<file path="config.mk">
export PLATFORM = sky130hd
export DESIGN_NAME = three_wire_serial_master
export DESIGN_NICKNAME = d
export VERILOG_FILES = /design/src/rtl/core/tws_pkg.sv /design/src/rtl/core/tws_frame.sv /design/src/rtl/core/three_wire_serial_master.sv
export SDC_FILE = /design/constraint.sdc
export NUM_CORES = 1
export LEC_CHECK = 0
export BUFFER_PORTS_ARGS = -buffer_cell sky130_fd_sc_hd__buf_2
export CAP_MARGIN = 40
export CORE_UTILIZATION = 51
export DETAILED_ROUTE_END_ITERATION = 7
export PLACE_DENSITY_LB_ADDON = 0.3
export SYNTH_ARGS = -nofsm -noshare
export SYNTH_HDL_FRONTEND = slang
export SYNTH_HIERARCHICAL = 1
export SYNTH_SLANG_ARGS = --single-unit
</file>
<file path="constraint.sdc">
create_clock -name clock -period 8.1 [get_ports clock]
set_input_delay 0.405 -clock clock [delete_from_list [all_inputs] [get_ports clock]]
set_output_delay 0.405 -clock clock [all_outputs]
set_load 0.01 [all_outputs]
</file>
<file path="src/rtl/core/tws_pkg.sv">
// shared types and constants for the three-wire serial master
`timescale 1ns / 1ps

package tws_pkg;

   // default field widths
   localparam int unsigned AddressBitsDefault = 7;
   localparam int unsigned DataBitsDefault    = 16;

   // frame phase codes
   localparam logic [3:0] PH_IDLE  = 4'd0;
   localparam logic [3:0] PH_LEAD  = 4'd1;
   localparam logic [3:0] PH_DCARE = 4'd2;
   localparam logic [3:0] PH_RBIT  = 4'd3;
   localparam logic [3:0] PH_ADDR  = 4'd4;
   localparam logic [3:0] PH_WDATA = 4'd5;
   localparam logic [3:0] PH_TURN  = 4'd6;
   localparam logic [3:0] PH_RDATA = 4'd7;
   localparam logic [3:0] PH_TRAIL = 4'd8;

   // pin levels and status for one tick
   typedef struct packed {
      logic sclk;
      logic sdata_out;
      logic sdata_drive;
      logic enable_n;
      logic busy;
      logic read_valid;
   } tws_pins_type;

endpackage

</file>
<file path="src/rtl/core/tws_frame.sv">
// frame sequencer: phase, bit count, shift word and readback accumulator
`timescale 1ns / 1ps

module tws_frame #(
   parameter int unsigned ADDRESS_BITS = tws_pkg::AddressBitsDefault,
   parameter int unsigned DATA_BITS    = tws_pkg::DataBitsDefault
) (
   input  logic                      clock,
   input  logic                      reset,
   input  logic                      step,
   input  logic                      start_req,
   input  logic                      is_read,
   input  logic [ADDRESS_BITS-1:0]   address,
   input  logic [DATA_BITS-1:0]      write_data,
   input  logic                      sdata_in,
   output tws_pkg::tws_pins_type     pins,
   output logic [DATA_BITS-1:0]      readback_word
);
   import tws_pkg::*;

   localparam int unsigned WordW  = ADDRESS_BITS + DATA_BITS;
   localparam int unsigned MaxLen = (ADDRESS_BITS > DATA_BITS) ? ADDRESS_BITS : DATA_BITS;
   localparam int unsigned CntW   = $clog2(MaxLen + 1);

   logic [3:0]           phase_ff, phase_in;
   logic [CntW-1:0]      cnt_ff, cnt_in;
   logic [WordW-1:0]     shift_ff, shift_in;
   logic                 rflag_ff, rflag_in;
   logic                 level_ff, level_in;
   logic [DATA_BITS-1:0] acc_ff, acc_in;

   logic                 start;
   logic [3:0]           cur_phase;
   logic [CntW-1:0]      cur_cnt, cnt_inc, phase_len;
   logic [WordW-1:0]     cur_shift;
   logic                 cur_rflag, cur_level, active;
   logic [DATA_BITS-1:0] cur_acc;

   // a start tick in idle latches the frame and already drives its first level
   assign start     = (phase_ff == PH_IDLE) && start_req;
   assign cur_phase = start ? PH_LEAD : phase_ff;
   assign cur_cnt   = start ? '0 : cnt_ff;
   assign cur_shift = start ? {address, write_data} : shift_ff;
   assign cur_rflag = start ? is_read : rflag_ff;
   assign cur_level = start ? 1'b0 : level_ff;
   assign cur_acc   = (start && is_read) ? '0 : acc_ff;
   assign active    = (cur_phase != PH_IDLE) && (cur_phase <= PH_TRAIL);
   assign cnt_inc   = cur_cnt + 1'b1;

   // bits in the current phase
   always_comb begin
      case (cur_phase)
         PH_ADDR:            phase_len = CntW'(ADDRESS_BITS);
         PH_WDATA, PH_RDATA: phase_len = CntW'(DATA_BITS);
         default:            phase_len = CntW'(1);
      endcase
   end

   // pin levels and next state for this tick
   always_comb begin
      pins          = '0;
      pins.sdata_drive = 1'b1;
      pins.enable_n = 1'b1;
      phase_in      = cur_phase;
      cnt_in        = cur_cnt;
      shift_in      = cur_shift;
      rflag_in      = cur_rflag;
      level_in      = cur_level;
      acc_in        = cur_acc;
      if (active) begin
         pins.busy        = 1'b1;
         pins.sclk        = ~cur_level;
         pins.enable_n    = (cur_phase == PH_LEAD) || (cur_phase == PH_TRAIL);
         pins.sdata_drive = !((cur_phase == PH_TURN) || (cur_phase == PH_RDATA));
         if (cur_phase == PH_RBIT) begin
            pins.sdata_out = cur_rflag;
         end else if ((cur_phase == PH_ADDR) || (cur_phase == PH_WDATA)) begin
            pins.sdata_out = cur_shift[WordW-1];
         end
         if (cur_level) begin
            // low half: sample, shift and count
            if (cur_phase == PH_RDATA) begin
               acc_in = (cur_acc << 1) | DATA_BITS'(sdata_in);
            end
            if ((cur_phase == PH_ADDR) || (cur_phase == PH_WDATA)) begin
               shift_in = cur_shift << 1;
            end
            cnt_in   = cnt_inc;
            level_in = 1'b0;
            if (cnt_inc >= phase_len) begin
               cnt_in = '0;
               case (cur_phase)
                  PH_LEAD:  phase_in = PH_DCARE;
                  PH_DCARE: phase_in = PH_RBIT;
                  PH_RBIT:  phase_in = PH_ADDR;
                  PH_ADDR:  phase_in = cur_rflag ? PH_TURN : PH_WDATA;
                  PH_WDATA: phase_in = PH_TRAIL;
                  PH_TURN:  phase_in = PH_RDATA;
                  PH_RDATA: phase_in = PH_TRAIL;
                  PH_TRAIL: begin
                     phase_in        = PH_IDLE;
                     pins.read_valid = cur_rflag;
                  end
                  default:  phase_in = PH_IDLE;
               endcase
            end
         end else begin
            level_in = 1'b1;
         end
      end else begin
         phase_in = PH_IDLE;
         level_in = 1'b0;
         cnt_in   = '0;
      end
   end

   assign readback_word = acc_in;

   // state advances on each accepted tick
   always_ff @(posedge clock) begin
      if (reset) begin
         phase_ff <= PH_IDLE;
         cnt_ff   <= '0;
         shift_ff <= '0;
         rflag_ff <= 1'b0;
         level_ff <= 1'b0;
         acc_ff   <= '0;
      end else if (step) begin
         phase_ff <= phase_in;
         cnt_ff   <= cnt_in;
         shift_ff <= shift_in;
         rflag_ff <= rflag_in;
         level_ff <= level_in;
         acc_ff   <= acc_in;
      end
   end

endmodule

</file>
<file path="src/rtl/core/three_wire_serial_master.sv">
// top level of the three-wire serial master
`timescale 1ns / 1ps
//
// Each req_ transfer is one half-period tick of the serial clock. While
// idle, a tick with req_start_req high latches read/write, address and
// write data and starts a frame; start requests during a frame are ignored.
// Every accepted tick yields exactly one rsp_ transfer with the sclk,
// enable_n and data pin levels for that tick, plus busy, the readback
// word and a read_valid strobe on the last tick of a read frame.
// The result of a tick is registered and shown in the cycle after it is accepted.
// The master takes one tick per cycle while the receiver does not stall; the
// sequencer updates its phase, bit count and shift registers once per tick.
// The result register frees req_ready whenever it is empty or being taken,
// so a new tick is accepted in the same cycle the previous result leaves.
// If the receiver stalls, the result holds and req_ready drops until it is
// taken; no tick is lost or duplicated.
// Reset (synchronous, active high) returns the sequencer to idle with the
// readback word cleared and empties the result register.
//
module three_wire_serial_master #(
   parameter int unsigned ADDRESS_BITS = tws_pkg::AddressBitsDefault,
   parameter int unsigned DATA_BITS    = tws_pkg::DataBitsDefault
) (
   input  logic                    clock,
   input  logic                    reset,
   input  logic                    req_valid,
   output logic                    req_ready,
   input  logic                    req_start_req,
   input  logic                    req_is_read,
   input  logic [ADDRESS_BITS-1:0] req_address,
   input  logic [DATA_BITS-1:0]    req_write_data,
   input  logic                    req_sdata_in,
   output logic                    rsp_valid,
   input  logic                    rsp_ready,
   output logic                    rsp_sclk,
   output logic                    rsp_sdata_out,
   output logic                    rsp_sdata_drive,
   output logic                    rsp_enable_n,
   output logic                    rsp_busy_res,
   output logic [DATA_BITS-1:0]    rsp_read_data,
   output logic                    rsp_read_valid
);
   import tws_pkg::*;

   logic                 step;
   logic                 valid_ff, valid_in;
   tws_pins_type         pins_ff, pins_in;
   logic [DATA_BITS-1:0] rdata_ff, rdata_in;

   assign req_ready = !valid_ff || rsp_ready;
   assign step      = req_valid && req_ready;

   tws_frame #(
      .ADDRESS_BITS (ADDRESS_BITS),
      .DATA_BITS    (DATA_BITS)
   ) u_frame (
      .clock         (clock),
      .reset         (reset),
      .step          (step),
      .start_req     (req_start_req),
      .is_read       (req_is_read),
      .address       (req_address),
      .write_data    (req_write_data),
      .sdata_in      (req_sdata_in),
      .pins          (pins_in),
      .readback_word (rdata_in)
   );

   // result register
   assign valid_in = step || (valid_ff && !rsp_ready);

   always_ff @(posedge clock) begin
      if (reset) begin
         valid_ff <= 1'b0;
      end else begin
         valid_ff <= valid_in;
      end
   end

   always_ff @(posedge clock) begin
      if (step) begin
         pins_ff  <= pins_in;
         rdata_ff <= rdata_in;
      end
   end

   assign rsp_valid       = valid_ff;
   assign rsp_sclk        = pins_ff.sclk;
   assign rsp_sdata_out   = pins_ff.sdata_out;
   assign rsp_sdata_drive = pins_ff.sdata_drive;
   assign rsp_enable_n    = pins_ff.enable_n;
   assign rsp_busy_res    = pins_ff.busy;
   assign rsp_read_data   = rdata_ff;
   assign rsp_read_valid  = pins_ff.read_valid;

endmodule

</file>
# == After elaboration in Yosys (flattened, before gate mapping) ==
# Index checks and enable logic that the tools add are counted.
# word_totals
in_bits,30
wordCells,73
reg_bits,73
output_inout_bits,24
# op_classes
add_sub_neg,1
mux,29
n_eq_ne,8
n_lt_le_gt_ge,2
bitwise_logic,2
reduce_logical,17
# op_table
op,n
$mux 23,4
$mux 16,4
$pmux 4 s6,1
$mux 5,4
$eq 4x3->1 const B,4
$mux 4,4
$or 16x1->16,1
$pmux 5 s2,1
$mux 1,9
$eq 4x2->1 const B,2
$add 5x1->5 const B,1
$ge 5x5->1,1
$logic_and 1x1->1,5
$logic_or 1x1->1,5
$eq 4x1->1 const B,1
$eq 4x4->1 const B,1
$le 4x4->1 const B,1
$logic_not 4->1,1
$mux 2,2
$reduce_and 4->1,1
$reduce_bool 4->1,1
$logic_not 1->1,3
$reduce_or 2->1,1
$not 1->1,1

# == Logic depth before layout (Yosys ltp) ==
# depth
ltp_word,10
ltp_mapped,14

# == Cells and area by module ==
# The synthesis kept the hierarchy.
# modules_own_cells
module,seq_area_each_um2,n_inst,cells_each,area_per_inst_um2
tws_frame,1001.0,1,372,3329.4
three_wire_serial_master,680.7,1,27,715.7

# == Least setup slack after synthesis ==
# No wires, ideal clock.
# synth_timing
path_type,register -> register
startpoint,register u_frame.phase_ff[2]
endpoint,register u_frame.phase_ff[0]
slack_ps,5253
arrival_ps,2714
synth_period_minus_slack_ps,2847
path_stages_with_launch,14
setup_time_ps,133
cell_sequence,dfxtp_1 -> nor4_4 -> nand2_1 -> and2_1 -> ha_1 -> nand3_1 -> xor2_1 -> nor2_1 -> ha_1 -> or2_2 -> o31ai_1 -> buf_2 -> o21ai_0 -> nor4b_2
# synth_via
elab_chain_cells,10
word_cells_on_any_way,25
classes_between,add/sub: 1; order compare: 2; eq/ne: 7; mux: 10; reduce/logical: 5
# synth_lines
item,line_no,rtl
start: declaration,tws_frame.sv:25,"logic [3:0] phase_ff, phase_in;"
start signal: assignment,tws_frame.sv:129,phase_ff <= phase_in;
$logic_not 4->1,tws_frame.sv:40,assign start = (phase_ff == PH_IDLE) && start_req;
$logic_and 1x1->1,tws_frame.sv:40,
$mux 4,tws_frame.sv:41,assign cur_phase = start ? PH_LEAD : phase_ff;
$eq 4x3->1,"tws_frame.sv:52, tws_frame.sv:92",
$reduce_or 2->1 (no source line),-,
$pmux 5 s2,tws_frame.sv:52,case (cur_phase)
$ge 5x5->1,tws_frame.sv:90,if (cnt_inc >= phase_len) begin
$mux 4,tws_frame.sv:90,
$mux 4,tws_frame.sv:80,if (cur_level) begin
$mux 4 *,tws_frame.sv:70,if (active) begin
# Mark *: on every way between the ends. The rest lies on a longest branch, timed or not.
# A chain may end at the register's enable or synchronous reset.

# == Worst setup path in the final report ==
# layout_timing
startpoint,register u_frame.phase_ff[2]
endpoint,register u_frame.cnt_ff[0]
# layout_via
elab_chain_cells,10
word_cells_on_any_way,18
classes_between,add/sub: 1; order compare: 2; eq/ne: 3; mux: 7; reduce/logical: 5
# layout_lines
item,line_no,rtl
$logic_not 4->1,tws_frame.sv:40,
$logic_and 1x1->1,tws_frame.sv:40,
$mux 4,tws_frame.sv:41,
$eq 4x3->1,tws_frame.sv:52,
$reduce_or 2->1 (no source line),-,
$pmux 5 s2,tws_frame.sv:52,
$ge 5x5->1,tws_frame.sv:90,
$mux 5,tws_frame.sv:90,
$mux 5,tws_frame.sv:80,
$mux 5 *,tws_frame.sv:70,
end signal: assignment,tws_frame.sv:130,cnt_ff <= cnt_in;
end: declaration,tws_frame.sv:26,"logic [CntW-1:0] cnt_ff, cnt_in;"
# Marked as above.

==> impl_metrics.csv <==
group,metric,value,unit
synthesis,syn_nets,434,
critical_path,cp_max_fo,15,
timing,worst_slew_pin_slew,0.884,ns
floorplanning,die_h,91.1,um
synthesis,yosys.cell_types.count,61,
synthesis,synth-edff-count,22,
power_and_ir_drop,leakagePower,0.00173,uW
synthesis,synth_flop_cell,"dfxtp_1",
floorplanning,start_util,0.526,
critical_path,timing.reg2reg.setup_slack,4.55,ns
synthesis,syn_area,0.00405,mm2
timing,period_share,0.438,
detailed_routing,routed_via_density,5.62,
timing,final_max_slew_viol_count,0,
detailed_routing,drcViolationCount,0,
critical_path,reg2reg_from,"u_frame/phase_ff[2]$_SDFFE_PP0P_",
global_route,antenna_found_initial,0,
place,io_buffers,53,
synthesis,yosys-top-cells-area,"dfxtp_1 (25%), mux2i_1 (23%), edfxtp_1 (16%)",
global_route,top_usage_layer,"met2",
min_path,hold_class,"input pin to flop",
floorplanning,fp-row-count,32,
timing,finClkSkew,0.00876,ns
cts,clock_latency,0.35,ns
timing,finalSetupViolations,0,
floorplanning,die_w,91.1,um
critical_path,crit_arrival,3.80,ns
cts,cts-root-buf,"clkbuf_8",
final_layout,area_growth,10.2,%
critical_path,r2r_end,"u_frame/cnt_ff[0]$_SDFFE_PP0P_",
global_route,grt_usage,0.195,
power_and_ir_drop,power.density,175,mW/mm2
cts,htreeDepth,3,
detailed_routing,drt_iter0_markers,311,
synthesis,synth.yosys.seq_area_share,0.416,
synthesis,yosysWarningCount,6,
detailed_routing,routed-via-count,3041,
floorplanning,core_area,0.00769,mm2
critical_path,crit_path_start_kind,"flop",
global_route,grt_overflow_total,0,
floorplanning,num_io_pins,54,
cts,cts_sinks,73,
synthesis,netlist.area_leader.share,0.252,
place,gp_congestion,0.870,
global_route,first_global_vias,2827,
timing,max_slew_margin,0.411,
detailed_routing,wl_per_cell,14.4,um
cts,cts_buffers,9,
place,hpwlAfterDp,5040,um
final_layout,fin_util,0.580,
critical_path,worst_r2r_path_depth,12,
final_layout,final_layout_size_suffix_gt1_frac,0.198,
global_route,grt_max_degree,59,
floorplanning,die_area,0.00829,mm2
cts,post_cts.repair.setup_buffers,0,
power_and_ir_drop,vdd_ir_drop_max,95.1,uV
global_route,use_met3,0.0494,
detailed_routing,first_pass_iters,4,
job,maxCapViolations,0,
synthesis,netlist_instances,399,
critical_path,endpoint_kind,"flop",
global_route,grt_first_pass_wirelength,13100,um
critical_path,crit_start,"u_frame/phase_ff[2]$_SDFFE_PP0P_",
cts,cts_max_path_buffers,2,
global_route,use_met1,0.257,
cts,path_clk_slew,0.08,ns
timing,grt_setup_unrepaired,"no",
synthesis,synthArstFlopShare,0,
detailed_routing,antenna_left,0,
cts,cts_hold_buf,0,
synthesis,synth_top_cells_by_count,"mux2i_1 (92), dfxtp_1 (51), nand2_1 (41), nor2_1 (41), a21oi_1 (25)",
run_status,status,"finished, final reports clean",
timing,fmax,282,MHz
timing,period_needed,3.55,ns
detailed_routing,drt_wl_total,7780,um
synthesis,synth.most_common_cell,"mux2i_1",
cts,cts_resized,0,
critical_path,cp.required,8.35,ns
cts,cts_tree,"built",
global_route,gr-usage-met2,0.319,
timing,tns,0,ns
critical_path,path_class,"flop to flop",
critical_path,cp-endpoint,"u_frame/cnt_ff[0]$_SDFFE_PP0P_",
final_layout,antenna_cells,0,
synthesis,avgSynthCellArea,10.1,um2
timing,hold_violations,0,
synthesis,synth_top_area_cell,"dfxtp_1",
final_layout,finalNetCount,469,
synthesis,synth_seq_cells,73,
placed cells by master, fill, tap and decap left out, types with 2 or more instances in the layout:
cell,instances
clkinv_4,2
dfxtp_1,51
o21ai_0,6
nor4b_1,2
mux2i_1,92
buf_4,3
nand2_1,41
and2_1,3
a32oi_1,5
inv_1,5
a22o_1,16
nor3_4,2
nor3_1,3
nand3_1,5
nand3b_1,2
nor2_1,41
nor2b_1,4
edfxtp_1,22
buf_2,53
clkbuf_8,10
ha_1,5
inv_6,3
a21oi_1,25
xnor2_1,2
registers in the layout, indices dropped and copies added, names as in the netlist, 4 cells and up:
name and count:
u_frame/phase_ff 4, u_frame/cnt_ff 5, u_frame/acc_ff 16, u_frame/shift_ff 23, rsp_read_data 16
logic make-up after synthesis:
group / after synthesis / share of synthesized area
muxes: 92 / 0.228
AOI/OAI and AO/OA: 69 / 0.118
adders and majority gates: 5 / 0.0155
buffers and inverters: 37 / 0.0572
xor gates and xnor gates: 4 / 0.0105
and+or+nand+nor: 119 / 0.155
DFF: 73 / 0.416
critical path, cell delays in order (launching register included):
cell      delay [ns]
dfxtp_1         0.51
nor4_4          0.39
nand2_1         0.19
and2_1          0.22
ha_1            0.24
nand3_1         0.18
xor2_1          0.17
nor2_1          0.06
ha_1            0.27
o31ai_1         0.67
buf_4           0.27
a21oi_1         0.06
a211oi_1        0.21
where the power goes:
part           switching [uW]  total, uW  internal, uW
logic                    46.6       81.5          34.9
clock network             148        303           155
registers                8.89        398           389
layer usage:
metal	up-vias	wire, um
met5	-	0
met4	0	94
met1	1447	3720
met2	75	3610
li1	1511	-
met3	8	343
final cells by class:
type	count	area, um2
timing repair buffer	56	288
sequential	73	1680
clock buffer	10	138
clock inverter	6	73.8
tap	102	128
multi-input combinational	289	2130
inverter	5	18.8
fill	696	3230
metrics by stage:
step | setup WS (ns) | total power [uW] | instances | hold WS (ns) | area, um2
after floorplan | 5.25 | 465 | 399 | 0.432 | 4050
after global placement | 4.51 | 486 | 524 | 0.442 | 4240
after detailed placement | 4.62 | 488 | 525 | 0.451 | 4250
after CTS | 4.59 | 786 | 541 | 0.307 | 4460
after global routing | 4.27 | 815 | 541 | 0.302 | 4460
final | 4.55 | 782 | 541 | 0.311 | 4460
worst min-delay path by stage:
| stage | end | depth (start not counted) | startpoint | slack [ns] |
|---|---|---|---|---|
| after floorplan | u_frame/shift_ff[0]$_SDFFE_PP0P_ | 2 | u_frame/shift_ff[0]$_SDFFE_PP0P_ | 0.43 |
| after global placement | u_frame/shift_ff[0]$_SDFFE_PP0P_ | 2 | u_frame/shift_ff[0]$_SDFFE_PP0P_ | 0.44 |
| after detailed placement | u_frame/shift_ff[0]$_SDFFE_PP0P_ | 2 | u_frame/shift_ff[0]$_SDFFE_PP0P_ | 0.45 |
| after CTS | rsp_valid$_SDFF_PP0_ | 3 | req_valid | 0.31 |
| after global routing | rsp_valid$_SDFF_PP0_ | 3 | req_valid | 0.30 |
| final | rsp_valid$_SDFF_PP0_ | 3 | req_valid | 0.31 |
(Power assumes the default switching activity.)
